File: config.mk
export PLATFORM = sky130hd
export DESIGN_NAME = card_buffer_gpio_interrupt_regs
export DESIGN_NICKNAME = d
export VERILOG_FILES = /design/src/hdl/cbgir_pkg.sv /design/src/hdl/card_buffer_gpio_interrupt_regs.sv
export SDC_FILE = /design/constraint.sdc
export NUM_CORES = 1
export LEC_CHECK = 0
export BUFFER_PORTS_ARGS = -buffer_cell sky130_fd_sc_hd__buf_4
export CAP_MARGIN = 30
export CELL_PAD_IN_SITES_DETAIL_PLACEMENT = 0
export CELL_PAD_IN_SITES_GLOBAL_PLACEMENT = 1
export CORE_MARGIN = 4
export CORE_UTILIZATION = 52
export DETAILED_ROUTE_END_ITERATION = 16
export PLACE_DENSITY_LB_ADDON = 0.05
export SLEW_MARGIN = 10
export SYNTH_ARGS = -nofsm -noshare
export SYNTH_HDL_FRONTEND = slang
export SYNTH_SLANG_ARGS = --single-unit
File: constraint.sdc
create_clock -name clk_i -period 10.4 [get_ports clk_i]
set_input_delay 2.08 -clock clk_i [delete_from_list [all_inputs] [get_ports clk_i]]
set_output_delay 2.08 -clock clk_i [all_outputs]
set_load 0.05 [all_outputs]
File: src/hdl/cbgir_pkg.sv
// ----------------------------------------------------------------------------
// cbgir_pkg: shared definitions for the card buffer GPIO register block
// Register offsets, bit masks, item and error codes, and the pin and
// edge-latch helpers that the register logic uses.
// ----------------------------------------------------------------------------
package cbgir_pkg;

  localparam int unsigned PinW = 13;
  localparam int unsigned AuxW = 11;
  localparam int unsigned DataW = 16;

  // Item kinds.
  typedef enum logic [1:0] {
    OP_READ   = 2'd0,
    OP_WRITE  = 2'd1,
    OP_IRQ    = 2'd2,
    OP_DETECT = 2'd3
  } op_e;

  // Result error codes.
  typedef enum logic [2:0] {
    ERR_OK       = 3'd0,
    ERR_OFFSET   = 3'd1,
    ERR_BITS     = 3'd2,
    ERR_INPUT    = 3'd3,
    ERR_SETTING  = 3'd4
  } err_e;

  // Register byte offsets.
  localparam logic [5:0] OFS_PIN_OUT     = 6'h00;
  localparam logic [5:0] OFS_AUX_OUT     = 6'h02;
  localparam logic [5:0] OFS_PIN_DIR     = 6'h04;
  localparam logic [5:0] OFS_AUX_DIR     = 6'h06;
  localparam logic [5:0] OFS_AUX_SELECT  = 6'h0A;
  localparam logic [5:0] OFS_PIN_VALUE   = 6'h0C;
  localparam logic [5:0] OFS_AUX_VALUE   = 6'h0E;
  localparam logic [5:0] OFS_RISE_EN     = 6'h10;
  localparam logic [5:0] OFS_AUX_RISE_EN = 6'h12;
  localparam logic [5:0] OFS_FALL_EN     = 6'h14;
  localparam logic [5:0] OFS_AUX_FALL_EN = 6'h16;
  localparam logic [5:0] OFS_RISE_STAT   = 6'h18;
  localparam logic [5:0] OFS_AUX_RISE_ST = 6'h1A;
  localparam logic [5:0] OFS_FALL_STAT   = 6'h1C;
  localparam logic [5:0] OFS_AUX_FALL_ST = 6'h1E;
  localparam logic [5:0] OFS_CONTROL     = 6'h20;

  // Bit masks.
  localparam logic [PinW-1:0]  PIN_MASK     = 13'h1FFF;
  localparam logic [DataW-1:0] AUX_MASK     = 16'h07FF;
  localparam logic [DataW-1:0] AUX_VGA      = 16'h0800;
  localparam logic [PinW-1:0]  PIN_DET_MASK = 13'h0C00;
  localparam logic [PinW-1:0]  PIN_VCC_MASK = 13'h00C0;
  localparam logic [PinW-1:0]  PIN_VPP_HIGH = 13'h0020;
  localparam logic [PinW-1:0]  PIN_WP       = 13'h0008;
  localparam logic [PinW-1:0]  PIN_RDY      = 13'h0004;
  localparam logic [PinW-1:0]  PIN_RST      = 13'h0001;
  localparam logic [DataW-1:0] PIN_OUT_OK   = 16'h10F1;
  localparam logic [DataW-1:0] PIN_FULL     = 16'h1FFF;
  localparam logic [DataW-1:0] CTL_KNOWN    = 16'h801F;
  localparam logic [DataW-1:0] CTL_ADDR     = 16'h0010;
  localparam logic [DataW-1:0] CTL_CARD_EN  = 16'h0004;
  localparam logic [DataW-1:0] CTL_GLOBAL   = 16'h0002;
  localparam logic [DataW-1:0] CTL_SOFT_RST = 16'h0040;

  // Architectural register state.
  typedef struct packed {
    logic [PinW-1:0]  pin_out;
    logic [PinW-1:0]  pin_dir;
    logic [PinW-1:0]  rise_enable;
    logic [PinW-1:0]  fall_enable;
    logic [PinW-1:0]  rise_status;
    logic [PinW-1:0]  fall_status;
    logic [AuxW-1:0]  aux_out;
    logic [AuxW-1:0]  aux_dir;
    logic [AuxW-1:0]  aux_select;
    logic [DataW-1:0] control;
    logic [PinW-1:0]  last_pin_value;
    logic             reset_driven;
    logic             card_irq_held;
    logic             card_powered;
  } regs_t;

  // Sensed pin value: outputs where driven, pull-ups elsewhere, then card
  // detect when a card is present, write-protect and ready if it is powered.
  function automatic logic [PinW-1:0] pin_value(regs_t s, logic present);
    logic [PinW-1:0] v;
    v = (s.pin_out & s.pin_dir) | (PIN_MASK & ~s.pin_dir);
    if (present) begin
      v = v & ~PIN_DET_MASK;
      if (s.card_powered) begin
        v = v & ~PIN_WP;
        if (s.card_irq_held) begin
          v = v & ~PIN_RDY;
        end else begin
          v = v | PIN_RDY;
        end
      end
    end
    return v;
  endfunction

  // Compare the pin value with the last one and latch rising and falling edges.
  function automatic regs_t latch_edges(regs_t s, logic present);
    logic [PinW-1:0] now;
    logic [PinW-1:0] diff;
    now = pin_value(s, present);
    diff = now ^ s.last_pin_value;
    s.rise_status = s.rise_status | (diff & now);
    s.fall_status = s.fall_status | (diff & ~now);
    s.last_pin_value = now;
    return s;
  endfunction

  // Drive card reset and power from the pins, latching edges before and
  // after the power change.
  function automatic regs_t apply_outputs(regs_t s, logic present);
    logic [PinW-1:0] d;
    d = s.pin_out & s.pin_dir;
    s.reset_driven = |(d & PIN_RST);
    s = latch_edges(s, present);
    s.card_powered = |(d & PIN_VCC_MASK);
    s = latch_edges(s, present);
    return s;
  endfunction

  // True when the driven outputs would select high Vpp or both Vcc rails.
  function automatic logic drive_bad(logic [PinW-1:0] o, logic [PinW-1:0] dir);
    logic [PinW-1:0] d;
    d = o & dir;
    return (|(d & PIN_VPP_HIGH)) || ((d & PIN_VCC_MASK) == PIN_VCC_MASK);
  endfunction

endpackage

File: src/hdl/card_buffer_gpio_interrupt_regs.sv
// ----------------------------------------------------------------------------
// card_buffer_gpio_interrupt_regs: PC Card buffer GPIO register file
// Register reads and writes, card interrupt and card detect events, edge
// status latching and the interrupt, power and reset-release outputs.
// ----------------------------------------------------------------------------
// Requests pass the input register, then the result register at the outputs.
// One request per cycle unless the output stalls; the register update is one
// pass of bit logic between the input register and the result register.
// Reset: rst_ni clears the register state, edge status and the pipeline valids.
module card_buffer_gpio_interrupt_regs (
  input  logic        clk_i,
  input  logic        rst_ni,
  input  logic        in_valid_i,
  output logic        in_stall_o,
  input  logic [1:0]  operation_i,
  input  logic [5:0]  reg_offset_i,
  input  logic [15:0] write_value_i,
  input  logic        card_present_i,
  input  logic        card_irq_level_i,
  output logic        out_valid_o,
  input  logic        out_stall_i,
  output logic [15:0] read_data_o,
  output logic        int_level_o,
  output logic        card_power_o,
  output logic        card_reset_release_o,
  output logic        card_enable_o,
  output logic [2:0]  error_code_o
);

  typedef struct packed {
    logic [15:0]      read_data;
    logic             int_level;
    logic             card_power;
    logic             release_pulse;
    logic             card_enable;
    cbgir_pkg::err_e  err;
  } result_t;

  logic               in_valid_q;
  logic [1:0]         op_q;
  logic [5:0]         ofs_q;
  logic [15:0]        val_q;
  logic               present_q;
  logic               irq_q;
  logic               out_valid_q;
  logic               advance;
  cbgir_pkg::regs_t   st_q, st_d;
  result_t            res_q, res_d;

  // The input stage moves on whenever the result register is free or drains.
  assign advance    = in_valid_q && !(out_valid_q && out_stall_i);
  assign in_stall_o = in_valid_q && !advance;

  // Input register.
  always_ff @(posedge clk_i or negedge rst_ni) begin
    if (!rst_ni) begin
      in_valid_q <= 1'b0;
    end else if (!in_stall_o) begin
      in_valid_q <= in_valid_i;
    end
  end

  always_ff @(posedge clk_i) begin
    if (in_valid_i && !in_stall_o) begin
      op_q      <= operation_i;
      ofs_q     <= reg_offset_i;
      val_q     <= write_value_i;
      present_q <= card_present_i;
      irq_q     <= card_irq_level_i;
    end
  end

  // Register update and result for the request in the input register.
  always_comb begin
    cbgir_pkg::regs_t nx;
    logic [15:0]      rd;
    cbgir_pkg::err_e  err;
    logic             rel;
    logic [12:0]      new_out;
    logic [12:0]      new_dir;
    nx      = st_q;
    rd      = '0;
    err     = cbgir_pkg::ERR_OK;
    rel     = 1'b0;
    new_out = (ofs_q == cbgir_pkg::OFS_PIN_OUT) ? val_q[12:0] : st_q.pin_out;
    new_dir = (ofs_q == cbgir_pkg::OFS_PIN_DIR) ? val_q[12:0] : st_q.pin_dir;
    case (op_q)
      cbgir_pkg::OP_IRQ: begin
        nx.card_irq_held = irq_q;
        nx = cbgir_pkg::latch_edges(nx, present_q);
      end
      cbgir_pkg::OP_DETECT: begin
        nx = cbgir_pkg::latch_edges(nx, present_q);
      end
      default: begin
        if (ofs_q[0] || (ofs_q > cbgir_pkg::OFS_CONTROL)) begin
          err = cbgir_pkg::ERR_OFFSET;
        end else if (op_q == cbgir_pkg::OP_READ) begin
          // Register reads; the pin value and status reads latch edges first.
          case (ofs_q)
            cbgir_pkg::OFS_PIN_OUT:    rd = {3'b0, st_q.pin_out};
            cbgir_pkg::OFS_AUX_OUT:    rd = {5'b0, st_q.aux_out};
            cbgir_pkg::OFS_PIN_DIR:    rd = {3'b0, st_q.pin_dir};
            cbgir_pkg::OFS_AUX_DIR:    rd = {5'b0, st_q.aux_dir};
            cbgir_pkg::OFS_AUX_SELECT: rd = {5'b0, st_q.aux_select};
            cbgir_pkg::OFS_PIN_VALUE: begin
              nx = cbgir_pkg::latch_edges(nx, present_q);
              rd = {3'b0, nx.last_pin_value};
            end
            cbgir_pkg::OFS_AUX_VALUE:  rd = {5'b0, st_q.aux_out & st_q.aux_dir};
            cbgir_pkg::OFS_RISE_EN:    rd = {3'b0, st_q.rise_enable};
            cbgir_pkg::OFS_FALL_EN:    rd = {3'b0, st_q.fall_enable};
            cbgir_pkg::OFS_RISE_STAT: begin
              nx = cbgir_pkg::latch_edges(nx, present_q);
              rd = {3'b0, nx.rise_status};
            end
            cbgir_pkg::OFS_FALL_STAT: begin
              nx = cbgir_pkg::latch_edges(nx, present_q);
              rd = {3'b0, nx.fall_status};
            end
            cbgir_pkg::OFS_CONTROL:    rd = st_q.control;
            default:                   rd = '0;
          endcase
        end else begin
          // Register writes with their reserved-bit and setting checks.
          case (ofs_q)
            cbgir_pkg::OFS_PIN_OUT, cbgir_pkg::OFS_PIN_DIR: begin
              if ((val_q & ~cbgir_pkg::PIN_OUT_OK) != '0) begin
                err = cbgir_pkg::ERR_BITS;
              end else if (cbgir_pkg::drive_bad(new_out, new_dir)) begin
                err = cbgir_pkg::ERR_SETTING;
              end else begin
                nx.pin_out = new_out;
                nx.pin_dir = new_dir;
                rel = st_q.reset_driven && !(new_out[0] && new_dir[0]);
                nx = cbgir_pkg::apply_outputs(nx, present_q);
              end
            end
            cbgir_pkg::OFS_AUX_OUT, cbgir_pkg::OFS_AUX_DIR: begin
              if ((val_q & ~cbgir_pkg::AUX_MASK) != '0) begin
                err = cbgir_pkg::ERR_BITS;
              end else if (ofs_q == cbgir_pkg::OFS_AUX_OUT) begin
                nx.aux_out = val_q[10:0];
              end else begin
                nx.aux_dir = val_q[10:0];
              end
            end
            cbgir_pkg::OFS_AUX_SELECT: begin
              if ((val_q & ~(cbgir_pkg::AUX_MASK | cbgir_pkg::AUX_VGA)) != '0) begin
                err = cbgir_pkg::ERR_BITS;
              end else if ((val_q & cbgir_pkg::AUX_VGA) != '0) begin
                err = cbgir_pkg::ERR_SETTING;
              end else begin
                nx.aux_select = val_q[10:0];
              end
            end
            cbgir_pkg::OFS_PIN_VALUE, cbgir_pkg::OFS_AUX_VALUE: begin
              err = cbgir_pkg::ERR_INPUT;
            end
            cbgir_pkg::OFS_RISE_EN, cbgir_pkg::OFS_FALL_EN: begin
              if ((val_q & ~cbgir_pkg::PIN_FULL) != '0) begin
                err = cbgir_pkg::ERR_BITS;
              end else if (ofs_q == cbgir_pkg::OFS_RISE_EN) begin
                nx.rise_enable = val_q[12:0];
              end else begin
                nx.fall_enable = val_q[12:0];
              end
            end
            cbgir_pkg::OFS_AUX_RISE_EN, cbgir_pkg::OFS_AUX_FALL_EN: begin
              if (val_q != '0) begin
                err = cbgir_pkg::ERR_BITS;
              end
            end
            cbgir_pkg::OFS_RISE_STAT: nx.rise_status = st_q.rise_status & ~val_q[12:0];
            cbgir_pkg::OFS_FALL_STAT: nx.fall_status = st_q.fall_status & ~val_q[12:0];
            cbgir_pkg::OFS_AUX_RISE_ST, cbgir_pkg::OFS_AUX_FALL_ST: begin
              nx = st_q;
            end
            cbgir_pkg::OFS_CONTROL: begin
              if ((val_q & cbgir_pkg::CTL_SOFT_RST) != '0) begin
                if (val_q != cbgir_pkg::CTL_SOFT_RST) begin
                  err = cbgir_pkg::ERR_BITS;
                end else begin
                  // Soft reset clears the register file, then re-drives the pins.
                  nx.pin_out     = '0;
                  nx.pin_dir     = '0;
                  nx.rise_enable = '0;
                  nx.fall_enable = '0;
                  nx.rise_status = '0;
                  nx.fall_status = '0;
                  nx.aux_out     = '0;
                  nx.aux_dir     = '0;
                  nx.aux_select  = '0;
                  nx.control     = '0;
                  rel = st_q.reset_driven;
                  nx = cbgir_pkg::apply_outputs(nx, present_q);
                end
              end else if ((val_q & ~cbgir_pkg::CTL_KNOWN) != '0) begin
                err = cbgir_pkg::ERR_BITS;
              end else if ((val_q & cbgir_pkg::CTL_ADDR) != '0) begin
                err = cbgir_pkg::ERR_SETTING;
              end else begin
                nx.control = val_q;
              end
            end
            default: err = cbgir_pkg::ERR_OFFSET;
          endcase
        end
      end
    endcase

    st_d = nx;
    res_d.read_data     = rd;
    res_d.int_level     = ((nx.control & cbgir_pkg::CTL_GLOBAL) != '0) &&
                          (|((nx.rise_status & nx.rise_enable) |
                             (nx.fall_status & nx.fall_enable)));
    res_d.card_power    = nx.card_powered;
    res_d.release_pulse = rel;
    res_d.card_enable   = (nx.control & cbgir_pkg::CTL_CARD_EN) != '0;
    res_d.err           = err;
  end

  // Register state commits when the request moves to the result register.
  always_ff @(posedge clk_i or negedge rst_ni) begin
    if (!rst_ni) begin
      st_q <= '0;
    end else if (advance) begin
      st_q <= st_d;
    end
  end

  // Result register.
  always_ff @(posedge clk_i or negedge rst_ni) begin
    if (!rst_ni) begin
      out_valid_q <= 1'b0;
    end else if (advance) begin
      out_valid_q <= 1'b1;
    end else if (!out_stall_i) begin
      out_valid_q <= 1'b0;
    end
  end

  always_ff @(posedge clk_i) begin
    if (advance) begin
      res_q <= res_d;
    end
  end

  assign out_valid_o          = out_valid_q;
  assign read_data_o          = res_q.read_data;
  assign int_level_o          = res_q.int_level;
  assign card_power_o         = res_q.card_power;
  assign card_reset_release_o = res_q.release_pulse;
  assign card_enable_o        = res_q.card_enable;
  assign error_code_o         = res_q.err;

`ifndef SYNTH
  // A failed request returns no read data.
  a_err_no_data: assert property (@(posedge clk_i) disable iff (!rst_ni)
    (out_valid_o && (error_code_o != cbgir_pkg::ERR_OK)) |-> (read_data_o == '0))
    else $error("error result carries read data");

  // A reset-release pulse only comes from an accepted write.
  a_release_ok: assert property (@(posedge clk_i) disable iff (!rst_ni)
    (out_valid_o && card_reset_release_o) |-> (error_code_o == cbgir_pkg::ERR_OK))
    else $error("reset release on a failed request");

  // The input side only stalls while the input register holds a request.
  a_stall_full: assert property (@(posedge clk_i) disable iff (!rst_ni)
    in_stall_o |-> (in_valid_q && out_valid_q && out_stall_i))
    else $error("input stalled without a blocked request");
`endif

endmodule
==> results.toml <==
[sta]
maxSlewHeadroom_pct = 29.3
slew_viol_final = 0
finalHoldViolations = 0
rsz0062_at_grt = "false"
max_freq_mhz = 217
fin_tns_setup_ns = 0
period_minus_slack_ns = 4.60
final-setup-viol-count = 0
worst_pin_slew_ns = 1.05
skew_ns = 0.0121
timing.final.crit_share_pct = 44.3

[route]
dr.pass1.iters = 9
via_per_inst = 7.45
drc = 0
dr.first_iter.drc_count = 1944
wire_per_inst_um = 31.9
route.vias.total = 11400
finalWirelength_mm = 48.6
final_antenna_net_count = 0

[worst_setup_path]
crit_path_end_kind = "output port"
worst-path-max-fanout = 3
r2r-start = "ofs_q[1]"
crit_start = "out_stall_i"
worstPathRequired_ns = 8.32
ff2ff_setup_slack_ns = 5.88
arrival_ns = 2.52
path_class = "input pin to output port"
critPathLaunchType = "input pin"

[placed_design]
place_area_sq_um = 12100
dp_cells = 1493
port_buffers = 54
place_hpwl_mm = 33.4
routabilityCongestion = 1.01

[synth]
syn_area_per_cell_sq_um = 9.28
async_reset_ff_share_pct = 74.5
yosys_warnings = 0
synth.distinct_cells = 85
netlist_instances = 1230
synth_edf_count = 49
synth_nets = 1265
netlist_area_sq_um = 11400
yosysSeqAreaShare_pct = 44.2
yosys_most_used_dff = "dfrtp_1"
synth-seq-cells = 192

[power_and_ir_drop]
p_per_area_nw_per_um2 = 154
ir_drop_mv = 0.158
leakagePower_nw = 5.19

[final_layout]
postLayoutCoreUtil_pct = 59.7
syn2layout_area_growth_pct = 11.3
nNetsFinal = 1272
drive_gt1_share_pct = 15.4
instances_no_fill = 1526
fill_cells = 1856
design_area_sq_um = 12700

[global_route]
grt_max_degree = 76
grt_pass1_wl_mm = 72.1
antenna_found_initial = 1
track_usage_pct = 40.2
grt_pass1_vias = 10900
gr-total-overflow = 0

[hold_path]
hold_path.class = "register to register"
worstHoldStart = "st_q[25]"

[clocking]
cts_resized = 0
tritoncts = "yes"
clk_pin_slew_ns = 0.08
root_buffer = "clkbuf_16"
clkLatencyLatePin_ns = 0.46
postCtsSetupBuffers = 0
cts_made_buffers = 17
cts_sinks = 192
cts_hold_buf = 0
cts_buffer_depth = 2
htree_levels = 4

[floorplanning]
fp.dieW_um = 156
dieHeight_um = 156
die_area_sq_um = 24400
start_util_pct = 53.6
core_sq_um = 21300
pin_count = 55
row_count = 53

[run_status]
status = "complete, no violations"

[flow_run]
maxCapViolCount = 0
-- metrics by stage --
step	hold WS [ns]	total power [mW]	worst slack, ns
2_1_floorplan	0.455	1.11	5.80
3_3_place_gp	0.477	1.24	5.79
3_5_place_dp	0.486	1.24	5.79
4_1_cts	0.506	1.95	5.79
5_1_grt	0.528	2.02	5.76
6_report	0.504	1.96	5.80
-- worst paths after layout --
| path | to | cells after the start |
|---|---|---|
| setup / recovery | in_stall_o | 4 |
| hold / removal | st_q[25] | 1 |
| setup reg to reg | int_level_o | 9 |
| hold reg to reg | st_q[25] | 1 |
| max in group asynchronous | st_q[65] | 2 |
| min in group asynchronous | st_q[0] | 1 |
-- synthesized netlist by cell type (6+ instances only) --
master	count	area, sq um
o21ai_0	90	450
inv_1	27	101
nand4_1	11	68.8
nor4_1	11	68.8
nor2b_1	23	144
o41ai_1	8	70.1
or3_1	9	56.3
a211oi_1	14	105
dfrtp_1	143	3580
buf_2	10	50.1
a22oi_1	22	165
a22o_1	46	403
a221oi_1	19	166
o21bai_1	7	52.6
a21oi_1	78	390
nand2b_1	15	93.8
o31ai_1	10	75.1
a21o_1	13	97.6
a31oi_1	28	175
buf_1	8	30.0
nor2_1	102	383
and2_1	23	144
and3_1	32	200
nor3_1	36	180
nand2_1	86	323
o21a_1	8	60.1
or2_2	6	37.5
o211ai_1	14	105
a222oi_1	10	100
a211o_1	8	70.1
clkbuf_1	77	289
nand3_1	31	155
edfxtp_1	49	1470
mux2_2	42	473
-- cells by family after synthesis --
| family | Yosys count | synth area share (%) |
|---|---|---|
| compound gates | 444 | 27.4 |
| fa+ha+maj | 5 | 0.548 |
| mux | 44 | 4.32 |
| buf+inv | 126 | 4.42 |
| flops | 192 | 44.2 |
| simple gates | 419 | 19.1 |
-- critical path: stages --
cell	delay [ns]
buf_4	0.11
nand3_1	0.10
inv_1	0.05
buf_4	0.18
-- registers in the layout, indices dropped and copies added, names as in the netlist --
| name | count |
|---|---|
| op_q | 2 |
| int_level_o | 1 |
| present_q | 1 |
| val_q | 16 |
| ofs_q | 6 |
| card_reset_release_o | 1 |
| error_code_o | 3 |
| card_enable_o | 1 |
| in_valid_q | 1 |
| st_q | 141 |
| card_power_o | 1 |
| out_valid_o | 1 |
| irq_q | 1 |
| read_data_o | 16 |
-- layout make-up --
| cell class | count | area [sq um] | area share [%] |
|---|---|---|---|
| tap | 275 | 344 | 2.71 |
| multi-input combinational | 912 | 5910 | 46.5 |
| sequential | 192 | 5050 | 39.7 |
| antenna | 1 | 2.50 | 0.0197 |
| clock buffer | 18 | 450 | 3.55 |
| timing repair buffer | 86 | 656 | 5.16 |
| inverter | 28 | 105 | 0.827 |
| clock inverter | 14 | 190 | 1.50 |
-- power by group --
group          total, mW  switching (mW)  internal (mW)
combinational      0.322           0.211          0.110
clock              0.716           0.366          0.350
sequential         0.924          0.0928          0.831
total               1.96           0.670           1.29
-- cells in the final DEF, fill, tap and decap left out, drive strengths merged, types with 11 or more instances in the layout --
cell type,Yosys,routed
nor4,14,14
nor3,38,38
nand4,11,11
a22oi,22,22
buf,21,86
mux2,42,42
inv,28,38
nand2b,15,15
nand2,87,87
edfxtp,49,49
a211oi,14,14
nand3,31,31
a221oi,19,19
nor2,102,102
a22o,46,46
a21oi,78,78
a21o,13,13
o211ai,15,15
and2,24,24
clkbuf,77,18
dfrtp,143,143
and3,32,32
nor2b,23,23
a31oi,29,29
o21ai,94,94
-- routing by layer --
layer,global-route usage [%],part of all wire (%)
met1,53.6,37
met5,0,0
met2,56.7,41
met4,22.4,7.3
met3,14.5,15
(Power assumes the default switching activity.)
